$ cat src/rtl/adfp_pkg.sv
// ----------------------------------------------------------------------------
// adfp_pkg: shared types and constants for the ASCII decimal field parser
// Character codes, command and result words, and default sizes.
// ----------------------------------------------------------------------------
package adfp_pkg;

  // Field widths
  localparam int ACC_W  = 50;
  localparam int MANT_W = 51;
  localparam int FRAC_W = 4;
  localparam int POS_W  = 5;
  localparam int DIG_W  = 4;

  // Saturation limits of the counters
  localparam logic [FRAC_W-1:0] FRAC_MAX = 4'd15;
  localparam logic [POS_W-1:0]  POS_MAX  = 5'd31;

  // Defaults for top-level parameters
  localparam int MAX_CHARS_DEF   = 16;
  localparam int QUEUE_DEPTH_DEF = 2;

  // Character codes
  localparam logic [7:0] CH_PLUS         = 8'h2B;
  localparam logic [7:0] CH_MINUS        = 8'h2D;
  localparam logic [7:0] CH_DOT          = 8'h2E;
  localparam logic [7:0] CH_COMMA        = 8'h2C;
  localparam logic [7:0] CH_BELOW_DIGITS = 8'h2F;
  localparam logic [7:0] CH_ABOVE_DIGITS = 8'h3A;

  // Character classes
  typedef enum logic [2:0] {
    CLS_DIGIT,
    CLS_DOT,
    CLS_COMMA,
    CLS_PLUS,
    CLS_MINUS,
    CLS_OTHER
  } cls_t;

  // Status codes
  localparam logic STATUS_OK  = 1'b0;
  localparam logic STATUS_ERR = 1'b1;

  // Classified command word, front to back
  typedef struct packed {
    cls_t             cls;
    logic             first;
    logic [DIG_W-1:0] digit;
  } cmd_t;

  // Result word
  typedef struct packed {
    logic                     status;
    logic signed [MANT_W-1:0] mantissa;
    logic [FRAC_W-1:0]        fraction_digits;
  } res_t;

endpackage

$ cat src/rtl/adfp_fifo.sv
// ----------------------------------------------------------------------------
// adfp_fifo: small register queue
// Holds DEPTH words; push and pop may happen in the same cycle.
// ----------------------------------------------------------------------------
module adfp_fifo #(
  parameter int WIDTH = 8,
  parameter int DEPTH = 2
) (
  input  logic             clk,
  input  logic             rst,
  input  logic             push,
  input  logic [WIDTH-1:0] din,
  output logic             full,
  input  logic             pop,
  output logic [WIDTH-1:0] dout,
  output logic             empty
);

  localparam int PTR_W = (DEPTH > 1) ? $clog2(DEPTH) : 1;
  localparam int CNT_W = $clog2(DEPTH + 1);
  localparam logic [PTR_W-1:0] PTR_LAST = PTR_W'(DEPTH - 1);
  localparam logic [CNT_W-1:0] CNT_FULL = CNT_W'(DEPTH);

  logic [WIDTH-1:0] mem [DEPTH];
  logic [PTR_W-1:0] wr_ptr;
  logic [PTR_W-1:0] rd_ptr;
  logic [CNT_W-1:0] count;
  logic             do_push;
  logic             do_pop;

  assign full    = (count == CNT_FULL);
  assign empty   = (count == '0);
  assign do_push = push && !full;
  assign do_pop  = pop && !empty;
  assign dout    = mem[rd_ptr];

  // Storage
  always_ff @(posedge clk) begin
    if (do_push) begin
      mem[wr_ptr] <= din;
    end
  end

  // Pointers and fill count
  always_ff @(posedge clk) begin
    if (rst) begin
      wr_ptr <= '0;
      rd_ptr <= '0;
      count  <= '0;
    end else begin
      if (do_push) begin
        wr_ptr <= (wr_ptr == PTR_LAST) ? '0 : wr_ptr + 1'b1;
      end
      if (do_pop) begin
        rd_ptr <= (rd_ptr == PTR_LAST) ? '0 : rd_ptr + 1'b1;
      end
      if (do_push && !do_pop) begin
        count <= count + 1'b1;
      end else if (do_pop && !do_push) begin
        count <= count - 1'b1;
      end
    end
  end

`ifndef ASSERT_OFF
  a_count_range: assert property (@(posedge clk) disable iff (rst)
    count <= CNT_FULL)
    else $error("fifo count beyond depth");
  a_ptr_match: assert property (@(posedge clk) disable iff (rst)
    (empty || full) |-> (wr_ptr == rd_ptr))
    else $error("fifo pointers disagree with count");
  a_count_step: assert property (@(posedge clk) disable iff (rst)
    (do_push && !do_pop) |=> (count == $past(count) + 1'b1))
    else $error("fifo count did not follow a push");
`endif

endmodule

$ cat src/rtl/adfp_front.sv
// ----------------------------------------------------------------------------
// adfp_front: character classifier
// Turns an incoming character into a command word for the back end.
// ----------------------------------------------------------------------------
module adfp_front
  import adfp_pkg::*;
(
  input  logic [7:0] character,
  input  logic       first_char,
  output cmd_t       cmd
);

  // Decode the character class and its digit value
  always_comb begin
    cmd.first = first_char;
    cmd.digit = character[DIG_W-1:0];
    if (character > CH_BELOW_DIGITS && character < CH_ABOVE_DIGITS) begin
      cmd.cls = CLS_DIGIT;
    end else if (character == CH_DOT) begin
      cmd.cls = CLS_DOT;
    end else if (character == CH_COMMA) begin
      cmd.cls = CLS_COMMA;
    end else if (character == CH_PLUS) begin
      cmd.cls = CLS_PLUS;
    end else if (character == CH_MINUS) begin
      cmd.cls = CLS_MINUS;
    end else begin
      cmd.cls = CLS_OTHER;
    end
  end

endmodule

$ cat src/rtl/adfp_exec.sv
// ----------------------------------------------------------------------------
// adfp_exec: field accumulator
// Consumes one command word per cycle while the result queue is not full,
// keeps the field state and pushes a result word on comma or error.
// ----------------------------------------------------------------------------
module adfp_exec
  import adfp_pkg::*;
#(
  parameter int MAX_CHARS = MAX_CHARS_DEF
) (
  input  logic clk,
  input  logic rst,
  input  logic cmd_valid,
  input  cmd_t cmd,
  output logic cmd_pop,
  input  logic res_full,
  output logic res_push,
  output res_t res
);

  localparam logic [POS_W-1:0] POS_LIMIT = POS_W'(MAX_CHARS);

  // Field state
  logic [ACC_W-1:0]  acc;
  logic [FRAC_W-1:0] frac;
  logic [POS_W-1:0]  pos;
  logic              dot;
  logic              neg;
  logic              active;

  logic [ACC_W-1:0]  acc_next;
  logic [FRAC_W-1:0] frac_next;
  logic [POS_W-1:0]  pos_next;
  logic              dot_next;
  logic              neg_next;
  logic              active_next;

  // State as seen by this word (cleared by a first flag)
  logic [ACC_W-1:0]  acc_b;
  logic [FRAC_W-1:0] frac_b;
  logic [POS_W-1:0]  pos_b;
  logic              dot_b;
  logic              neg_b;
  logic              active_b;

  logic [ACC_W-1:0]  acc_prod;
  logic [POS_W-1:0]  pos_inc;
  logic              limit_hit;
  logic              is_sign;
  logic [MANT_W-1:0] mag;

  assign cmd_pop = cmd_valid && !res_full;

  // Base state and datapath
  always_comb begin
    acc_b     = cmd.first ? '0 : acc;
    frac_b    = cmd.first ? '0 : frac;
    pos_b     = cmd.first ? '0 : pos;
    dot_b     = cmd.first ? 1'b0 : dot;
    neg_b     = cmd.first ? (cmd.cls == CLS_MINUS) : neg;
    active_b  = cmd.first || active;
    is_sign   = cmd.first && (cmd.cls == CLS_PLUS || cmd.cls == CLS_MINUS);
    acc_prod  = (acc_b << 3) + (acc_b << 1) + ACC_W'(cmd.digit);
    pos_inc   = (pos_b < POS_MAX) ? pos_b + 1'b1 : pos_b;
    limit_hit = (pos_inc >= POS_LIMIT);
    mag       = {1'b0, acc_b};
  end

  // Next state and result
  always_comb begin
    acc_next    = acc;
    frac_next   = frac;
    pos_next    = pos;
    dot_next    = dot;
    neg_next    = neg;
    active_next = active;
    res_push    = 1'b0;
    res.status          = STATUS_OK;
    res.mantissa        = '0;
    res.fraction_digits = '0;

    if (cmd_pop) begin
      if (cmd.first) begin
        acc_next    = acc_b;
        frac_next   = frac_b;
        pos_next    = pos_b;
        dot_next    = dot_b;
        neg_next    = neg_b;
        active_next = 1'b1;
      end
      if (active_b && !is_sign) begin
        case (cmd.cls)
          CLS_COMMA: begin
            res_push            = 1'b1;
            res.mantissa        = neg_b ? -mag : mag;
            res.fraction_digits = frac_b;
            active_next         = 1'b0;
          end
          CLS_DIGIT: begin
            acc_next  = acc_prod;
            frac_next = (dot_b && frac_b < FRAC_MAX) ? frac_b + 1'b1 : frac_b;
            pos_next  = pos_inc;
            if (limit_hit) begin
              res_push    = 1'b1;
              res.status  = STATUS_ERR;
              active_next = 1'b0;
            end
          end
          CLS_DOT: begin
            if (dot_b) begin
              res_push    = 1'b1;
              res.status  = STATUS_ERR;
              active_next = 1'b0;
            end else begin
              dot_next = 1'b1;
              pos_next = pos_inc;
              if (limit_hit) begin
                res_push    = 1'b1;
                res.status  = STATUS_ERR;
                active_next = 1'b0;
              end
            end
          end
          default: begin
            // bad character, or a sign past the first position
            res_push    = 1'b1;
            res.status  = STATUS_ERR;
            active_next = 1'b0;
          end
        endcase
      end
    end
  end

  // State registers
  always_ff @(posedge clk) begin
    if (rst) begin
      acc    <= '0;
      frac   <= '0;
      pos    <= '0;
      dot    <= 1'b0;
      neg    <= 1'b0;
      active <= 1'b0;
    end else begin
      acc    <= acc_next;
      frac   <= frac_next;
      pos    <= pos_next;
      dot    <= dot_next;
      neg    <= neg_next;
      active <= active_next;
    end
  end

`ifndef ASSERT_OFF
  a_frac_le_pos: assert property (@(posedge clk) disable iff (rst)
    ({1'b0, frac} <= pos))
    else $error("more fraction digits than positions");
  a_active_limit: assert property (@(posedge clk) disable iff (rst)
    active |-> (pos < POS_LIMIT))
    else $error("field still open at the position limit");
  a_result_closes: assert property (@(posedge clk) disable iff (rst)
    res_push |=> !active)
    else $error("field still open after a result");
  a_err_zero: assert property (@(posedge clk) disable iff (rst)
    (res_push && res.status == STATUS_ERR) |->
      (res.mantissa == '0 && res.fraction_digits == '0))
    else $error("error result carries data");
`endif

endmodule

$ cat src/rtl/ascii_decimal_field_parser_core.sv
// ----------------------------------------------------------------------------
// ascii_decimal_field_parser_core: comma-terminated decimal field parser
// Converts ASCII numeric fields into a signed mantissa and fraction count.
// ----------------------------------------------------------------------------
// Usage:
//   Input queue: drive character and first_char with push; a word is taken
//   on a clock edge with push high and full low. first_char restarts the
//   parser on that character.
//   Result queue: while empty is low, status, mantissa and fraction_digits
//   show the oldest result; pop high with empty low takes it. The value is
//   mantissa * 10^-fraction_digits; an error gives status 1 and zeros.
//   Path: the comma (or offending character) is stored in the command
//   queue; when it reaches the head, the accumulator decodes it and the
//   result lands in the result queue.
//   Throughput: one character per cycle while the result queue is not
//   full, set by the single multiply-by-ten and add of the accumulator;
//   the command and result queues each hold QUEUE_DEPTH words.
//   Stall: if pop stays low, the result queue fills, the accumulator stops
//   taking commands, the command queue fills and full rises.
//   Reset: rst clears both queues and puts the parser idle; characters are
//   ignored until one arrives with first_char set.
// ----------------------------------------------------------------------------
module ascii_decimal_field_parser_core
  import adfp_pkg::*;
#(
  parameter int MAX_CHARS   = MAX_CHARS_DEF,
  parameter int QUEUE_DEPTH = QUEUE_DEPTH_DEF
) (
  input  logic                     clk,
  input  logic                     rst,
  input  logic [7:0]               character,
  input  logic                     first_char,
  input  logic                     push,
  output logic                     full,
  output logic                     status,
  output logic signed [MANT_W-1:0] mantissa,
  output logic [FRAC_W-1:0]        fraction_digits,
  output logic                     empty,
  input  logic                     pop
);

  localparam int CMD_W = $bits(cmd_t);
  localparam int RES_W = $bits(res_t);

  cmd_t             cmd_in;
  logic [CMD_W-1:0] cmd_q;
  logic             cmd_empty;
  logic             cmd_pop;
  res_t             res_in;
  logic             res_push;
  logic             res_full;
  logic [RES_W-1:0] res_q;
  res_t             res_out;

  // Front end: classify the incoming character
  adfp_front u_front (
    .character (character),
    .first_char(first_char),
    .cmd       (cmd_in)
  );

  // Command queue between front and back
  adfp_fifo #(
    .WIDTH(CMD_W),
    .DEPTH(QUEUE_DEPTH)
  ) u_cmd_q (
    .clk  (clk),
    .rst  (rst),
    .push (push),
    .din  (cmd_in),
    .full (full),
    .pop  (cmd_pop),
    .dout (cmd_q),
    .empty(cmd_empty)
  );

  // Back end: field accumulator
  adfp_exec #(
    .MAX_CHARS(MAX_CHARS)
  ) u_exec (
    .clk      (clk),
    .rst      (rst),
    .cmd_valid(!cmd_empty),
    .cmd      (cmd_t'(cmd_q)),
    .cmd_pop  (cmd_pop),
    .res_full (res_full),
    .res_push (res_push),
    .res      (res_in)
  );

  // Result queue
  adfp_fifo #(
    .WIDTH(RES_W),
    .DEPTH(QUEUE_DEPTH)
  ) u_res_q (
    .clk  (clk),
    .rst  (rst),
    .push (res_push),
    .din  (res_in),
    .full (res_full),
    .pop  (pop),
    .dout (res_q),
    .empty(empty)
  );

  assign res_out         = res_t'(res_q);
  assign status          = res_out.status;
  assign mantissa        = res_out.mantissa;
  assign fraction_digits = res_out.fraction_digits;

endmodule
$ cat config.mk
export PLATFORM = sky130hd
export DESIGN_NAME = ascii_decimal_field_parser_core
export DESIGN_NICKNAME = d
export VERILOG_FILES = /design/src/rtl/adfp_pkg.sv /design/src/rtl/adfp_fifo.sv /design/src/rtl/adfp_front.sv /design/src/rtl/adfp_exec.sv /design/src/rtl/ascii_decimal_field_parser_core.sv
export SDC_FILE = /design/constraint.sdc
export NUM_CORES = 1
export LEC_CHECK = 0
export ABC_AREA = 1
export BUFFER_PORTS_ARGS = -buffer_cell sky130_fd_sc_hd__clkbuf_2
export CORE_MARGIN = 4
export CORE_UTILIZATION = 63
export DETAILED_ROUTE_END_ITERATION = 12
export GPL_TIMING_DRIVEN = 1
export PLACE_DENSITY = 0.91
export SETUP_SLACK_MARGIN = 0.05
export SYNTH_ARGS = -nofsm -noshare
export SYNTH_HDL_FRONTEND = slang
export SYNTH_SLANG_ARGS = --single-unit
$ cat constraint.sdc
create_clock -name clk -period 6.9 [get_ports clk]
set_clock_uncertainty 0.2 [all_clocks]
set_input_delay 1.38 -clock clk [delete_from_list [all_inputs] [get_ports clk]]
set_output_delay 1.38 -clock clk [all_outputs]
set_load 0.01 [all_outputs]
==> results.json, run 1 <==
{
  "whs_ps": 270,
  "cpPeakStageDelay_ps": 630,
  "endpoint": "u_exec.acc[42]",
  "synth_top_area_cell": "edfxtp_1",
  "cts_resized": 0,
  "start_kind": "flop",
  "viasPerCell": 5.82,
  "finalHoldViolCount": 0,
  "leakagePower_uw": 0.00767,
  "place_congestion": 1.03,
  "worstPathCellList": "inv_1 -> nand2_4 -> nand2_8 -> nor2_1 -> xnor2_1 -> inv_1 -> ha_1 -> fa_1 -> nand3_1 -> nand3_1 -> nand2_1 -> nand2_1 -> nand3_1 -> nand3_1 -> nand2_1 -> nand2_1 -> nand2_1 -> nand3_1 -> a21oi_1",
  "power_density_mw_per_mm2": 357,
  "worstPathMaxFanout": 52,
  "max_slew.worst_pin.slew_ps": 847,
  "n_antenna_cell": 0,
  "setup_tns_ps": 0,
  "syn-cell-area_mm2": 0.0151,
  "rsz0062_at_grt": "false",
  "ys_ff_latch": 200,
  "max-cap-violations": 0,
  "drtPass1Iterations": 7,
  "ioPinCount": 71,
  "htree_levels": 4,
  "cts_buffer_depth": 2,
  "fp.dieW_um": 163,
  "status": "finished, final reports clean",
  "die_area_mm2": 0.0265,
  "setup_viol": 0,
  "synth_ff_type": "edfxtp_1",
  "groute.usage.overall": 0.326,
  "drt_iter0_markers": 2030,
  "path_clk_slew_ps": 90,
  "wl_per_cell_um": 17.6,
  "layout-drive-gt1-share": 0.113,
  "io_buffer_count": 70,
  "yosys-top-cells-area": "edfxtp_1 (25%), nand2_1 (14%), dfxtp_1 (9.6%)",
  "cts_buffers": 17,
  "slew_violations": 0,
  "vias": 14600,
  "async_flop_share": 0,
  "grt_pass1_vias": 13000,
  "drt_wl_total_um": 44100,
  "critPathCaptureType": "flop",
  "synth_top_area_frac": 0.255,
  "coreArea_mm2": 0.0235,
  "drc": 0,
  "avgSynthCellArea_um2": 7.06,
  "crit_cells": 19,
  "ys.warnings.count": 0,
  "fmax_ghz": 0.219,
  "period_minus_slack_ps": 4560,
  "r2r_end": "u_exec.acc[42]",
  "cts_tree": "yes",
  "ant_nets": 0,
  "syn_nets": 2252,
  "slew_headroom": 0.434,
  "timing.final.crit_share": 0.661,
  "hold_path_class": "reg2reg",
  "grt_max_degree": 67,
  "ys_seq_area_frac": 0.350,
  "synthCells": 2138,
  "instances_no_fill": 2514,
  "clockRootBuffer": "clkbuf_16",
  "synth.most_common_cell": "nand2_1",
  "nets": 2296,
  "arrival_ps": 4750,
  "place_hpwl_um": 33100,
  "ir_drop_mv": 0.283,
  "cp.required_ps": 7090,
  "initial_core_util": 0.641,
  "path_class": "reg2reg",
  "synth_edf_count": 128,
  "post_cts_buffers": 0,
  "hold_buffers": 0,
  "synth_common_cells": "nand2_1 (575), inv_1 (341), nor2_1 (227), a21oi_1 (182), edfxtp_1 (128)",
  "grt_pass1_wl_um": 68500,
  "fillers": 1944,
  "die_h_um": 163,
  "slowest_stage": "dfxtp_1",
  "clk_latency_ps": 460,
  "post-place-cells": 2482,
  "rows": 56,
  "reg2reg_depth": 19,
  "gr-total-overflow": 0,
  "ys_types": 49,
  "worst-path-buf-inv": 2,
  "cts_sinks": 200,
  "area_delta_synth_final_pct": 7.85,
  "r2r_setup_slack_ps": 2340,
  "critPathTopFamily": "simple AND/OR/NAND/NOR gates",
  "antenna_found_initial": 0
}
## worst min path at each step
stage	from	to	slack [ps]	cells after the start
final	u_exec.acc[19]	u_exec.acc[19]	270	2
after global routing	u_exec.acc[12]	u_exec.acc[12]	290	2
after CTS	u_exec.acc[11]	u_exec.acc[11]	270	2
after detailed placement	u_cmd_q.rd_ptr	u_cmd_q.rd_ptr	250	1
after global placement	u_cmd_q.rd_ptr	u_cmd_q.rd_ptr	240	1
after floorplan	u_cmd_q.rd_ptr	flop	230	1
## layout by cell type, fill, tap and decap left out, types with 4 or more instances in the layout
master / n
nand2_1: 575
inv_1: 341
nor2_1: 225
a21oi_1: 182
edfxtp_1: 128
nand3_1: 113
ha_1: 100
o21ai_0: 85
dfxtp_1: 71
clkbuf_2: 70
mux2_2: 56
nor2_2: 32
nand4_1: 28
nor3_1: 26
xor2_1: 19
clkbuf_16: 17
o21ai_1: 10
inv_2: 9
nor2_4: 8
nand2_2: 8
buf_4: 8
or2_2: 7
nand3b_1: 6
o21a_1: 6
o211ai_1: 6
o21bai_1: 6
clkinv_8: 5
nand2_4: 4
o31ai_1: 4
inv_12: 4
## cells by family (layout without fill, tap and decap cells)
logic type	after synthesis	after routing	synth area share
buffers and inverters	405	462	0.107
flip-flops	200	200	0.350
AO/OA/AOI/OAI	312	312	0.110
multiplexers	56	56	0.0418
adder cells (fa/ha/maj)	101	101	0.0843
AND/OR/NAND/NOR	1043	1043	0.294
XOR/XNOR	21	21	0.0122
## area by class of cell
class,count,area [µm²],area share
clock inverters,15,211,0.0130
multi-input cells,1533,8210,0.505
well taps,319,399,0.0245
repair buffers,78,410,0.0252
flip-flops and latches,200,5290,0.325
inverters,352,1320,0.0814
clock buffers,17,425,0.0261
## worst reg2reg max path, stage by stage (launching register included)
cell and delay [ps]:
dfxtp_1 630, inv_1 230, nand2_4 150, nand2_8 260, nor2_1 420, xnor2_1 180
inv_1 60, ha_1 340, fa_1 580, nand3_1 140, nand3_1 250, nand2_1 140
nand2_1 120, nand3_1 100, nand3_1 190, nand2_1 190, nand2_1 60, nand2_1 60
nand3_1 60, a21oi_1 150
## power breakdown
| part | internal (µW) | switching, µW | leakage (µW) |
|---|---|---|---|
| sequential | 1600 | 133 | 0.00173 |
| combinational | 925 | 2050 | 0.00564 |
| clock | 510 | 580 | 0.000303 |
| total | 3040 | 2760 | 0.00767 |
## routing by layer
layer / vias up / share of wire / track usage
met5: - / 0 / 0
met4: 0 / 0.030 / 0.0972
li1: 6997 / - / -
met2: 821 / 0.44 / 0.501
met3: 111 / 0.10 / 0.0387
met1: 6691 / 0.43 / 0.487
## registers in the layout (all words and copies together), names as in the netlist, named ones only
register and flops:
u_res_q.mem 112, u_exec.acc 50, u_cmd_q.mem 16, u_exec.pos 5, u_exec.frac 4, u_cmd_q.count 2, u_res_q.count 2, u_cmd_q.rd_ptr 1
u_cmd_q.wr_ptr 1, u_exec.active 1, u_exec.dot 1, u_exec.neg 1, u_res_q.rd_ptr 1, u_res_q.wr_ptr 1
## through the flow
step / setup slack (ps) / total power, µW / cell area (µm²) / utilization
after floorplan: 2090 / 3860 / 15100 / -
after global placement: 2600 / 4540 / 15600 / 0.664
after detailed placement: 2400 / 4630 / 15600 / 0.664
after CTS: 2380 / 5720 / 16300 / 0.691
after global routing: 1980 / 6160 / 16300 / 0.691
final: 2340 / 5800 / 16300 / 0.691
Note: power is estimated with default switching activity, not from simulation.
==> run 2, diff against run 1 <==
==> constraint.sdc (replaced) <==
create_clock -name clk -period 4.6 [get_ports clk]
set_clock_uncertainty 0.2 [all_clocks]
set_input_delay 0.92 -clock clk [delete_from_list [all_inputs] [get_ports clk]]
set_output_delay 0.92 -clock clk [all_outputs]
set_load 0.01 [all_outputs]
==> run 2 against run 1 <==
Effect of this change:
- sequential power increased by 49%
- critical path type unchanged
- critical endpoint is now u_exec.acc[26]
- core utilization increased by 0.75 points
- sequential share of layout area decreased by 0.35 points
- fmax increased by 13%
- worst hold slack got worse by 3.1 ps
==> results.json, run 2 (synthesized netlist as in run 1, its figures left out) <==
{
  "slew_headroom": 0.379,
  "rsz0062_at_grt": "false",
  "post_cts_buffers": 0,
  "path_clk_slew_ps": 90,
  "antenna_found_initial": 0,
  "regArea_mm2": 0.00529,
  "cts_tree": "yes",
  "start_kind": "flop",
  "area_delta_synth_final_pct": 9.03,
  "setup_viol": 0,
  "layout_commonest_cell": "nand2_1",
  "cts_buffer_depth": 2,
  "fin_util": 0.699,
  "dr_wl_met2_um": 19700,
  "gr-total-overflow": 0,
  "worstPathMaxFanout": 27,
  "dr.max_layer_used": "met4",
  "place_hpwl_um": 34200,
  "hold_path_class": "reg2reg",
  "path_class": "reg2reg",
  "nets": 2317,
  "max_slew.worst_pin.slew_ps": 931,
  "final_area_mm2": 0.0164,
  "reg.largest.list": "u_res_q.mem x112, u_exec.acc x50, u_cmd_q.mem x16",
  "layout-drive-gt1-share": 0.122,
  "drt_wl_total_um": 45700,
  "coreArea_mm2": 0.0235,
  "hold_buffers": 0,
  "fp.dieW_um": 163,
  "grt_pass1_vias": 13400,
  "wl_met1_um": 19800,
  "die_h_um": 163,
  "fillers": 1890,
  "clockRootBuffer": "clkbuf_16",
  "max-cap-violations": 0,
  "vias": 14700,
  "whs_ps": 267,
  "setup_tns_ps": 0,
  "critPathCaptureType": "flop",
  "status": "finished, final reports clean",
  "leakagePower_uw": 0.00779,
  "multiInputGateArea_mm2": 0.00821,
  "placedInstanceArea_mm2": 0.0158,
  "place_congestion": 1.07,
  "die_area_mm2": 0.0265,
  "ir_drop_mv": 0.387,
  "cts_buffers": 17,
  "rows": 56,
  "groute.usage.overall": 0.339,
  "wl_per_cell_um": 18.0,
  "largest_reg_flops": 112,
  "ioPinCount": 71,
  "met3WireLength_um": 4480,
  "fmax_ghz": 0.247,
  "n_antenna_cell": 0,
  "place_ws_ps": 619,
  "htree_levels": 4,
  "top_register": "u_res_q.mem",
  "initial_core_util": 0.641,
  "period_minus_slack_ps": 4060,
  "final_cell_mix": "nand2_1 (575), inv_1 (341), nor2_1 (225)",
  "cts_sinks": 200,
  "power_density_mw_per_mm2": 540,
  "cp.required_ps": 4730,
  "drt_iter0_markers": 2048,
  "cts_resized": 0,
  "slew_violations": 0,
  "clk_latency_ps": 470,
  "grt_max_degree": 55,
  "finalHoldViolCount": 0,
  "arrival_ps": 4180,
  "fin_ws_ps": 545,
  "io_buffer_count": 70,
  "drtPass1Iterations": 8,
  "ant_nets": 0,
  "timing.final.crit_share": 0.882,
  "viasPerCell": 5.82,
  "drc": 0,
  "grt_pass1_wl_um": 70900
}
run 2: cell types whose count changed in the layout (fill, tap and decap cells not counted):
| cell | delta |
|---|---|
| buf_4 | +19 |
| buf_12 | +2 |
| clkinv_4 | +1 |
| clkinv_8 | +1 |
| clkinvlp_4 | -1 |
| inv_16 | -1 |
| inv_6 | +1 |
| inv_8 | -1 |
run 2: critical path, cell delays in order, from the launching register on:
cell and delay (ps):
dfxtp_1 320, buf_4 170, nand2_4 110, nand2_8 190, nor2_1 300, xnor2_1 160, inv_1 60, ha_1 330
fa_1 560, nand3_1 130, nand3_1 200, nand2_1 120, nand2_1 130, nand3_1 100, nand3_1 220, o21ai_0 500
a21oi_1 120
run 2: layout make-up:
class | instances | area share
sequential | 200 | 0.321
inverter | 352 | 0.0805
clock inverter | 15 | 0.0126
clock buffer | 17 | 0.0259
multi-input combinational | 1533 | 0.499
timing repair buffer | 99 | 0.0361
tap | 319 | 0.0243
run 2: report_power, final:
| group | switching [µW] | internal, µW |
|---|---|---|
| combinational | 3190 | 1470 |
| sequential | 196 | 2400 |
| clock | 864 | 758 |
run 2: per-layer routing:
| layer | track usage | vias to the layer above |
|---|---|---|
| met4 | 0.122 | 0 |
| met2 | 0.523 | 844 |
| li1 | - | 7052 |
| met5 | 0 | - |
| met3 | 0.0590 | 140 |
| met1 | 0.483 | 6710 |
run 2: path summary, 6_finish.rpt:
kind             startpoint             end  slack (ps)  depth (start not counted)
max                    flop  u_exec.acc[26]         540                         16
min          u_cmd_q.rd_ptr            flop         270                          1
max reg2reg            flop  u_exec.acc[26]         540                         16
min reg2reg  u_cmd_q.rd_ptr            flop         270                          1
run 2: per-stage QoR:
| stage | instances | total power, µW |
|---|---|---|
| after detailed placement | 2503 | 7080 |
| after global placement | 2503 | 6920 |
| final | 2535 | 8880 |
| after floorplan | 2138 | 5790 |
| after CTS | 2535 | 8720 |
| after global routing | 2535 | 9370 |
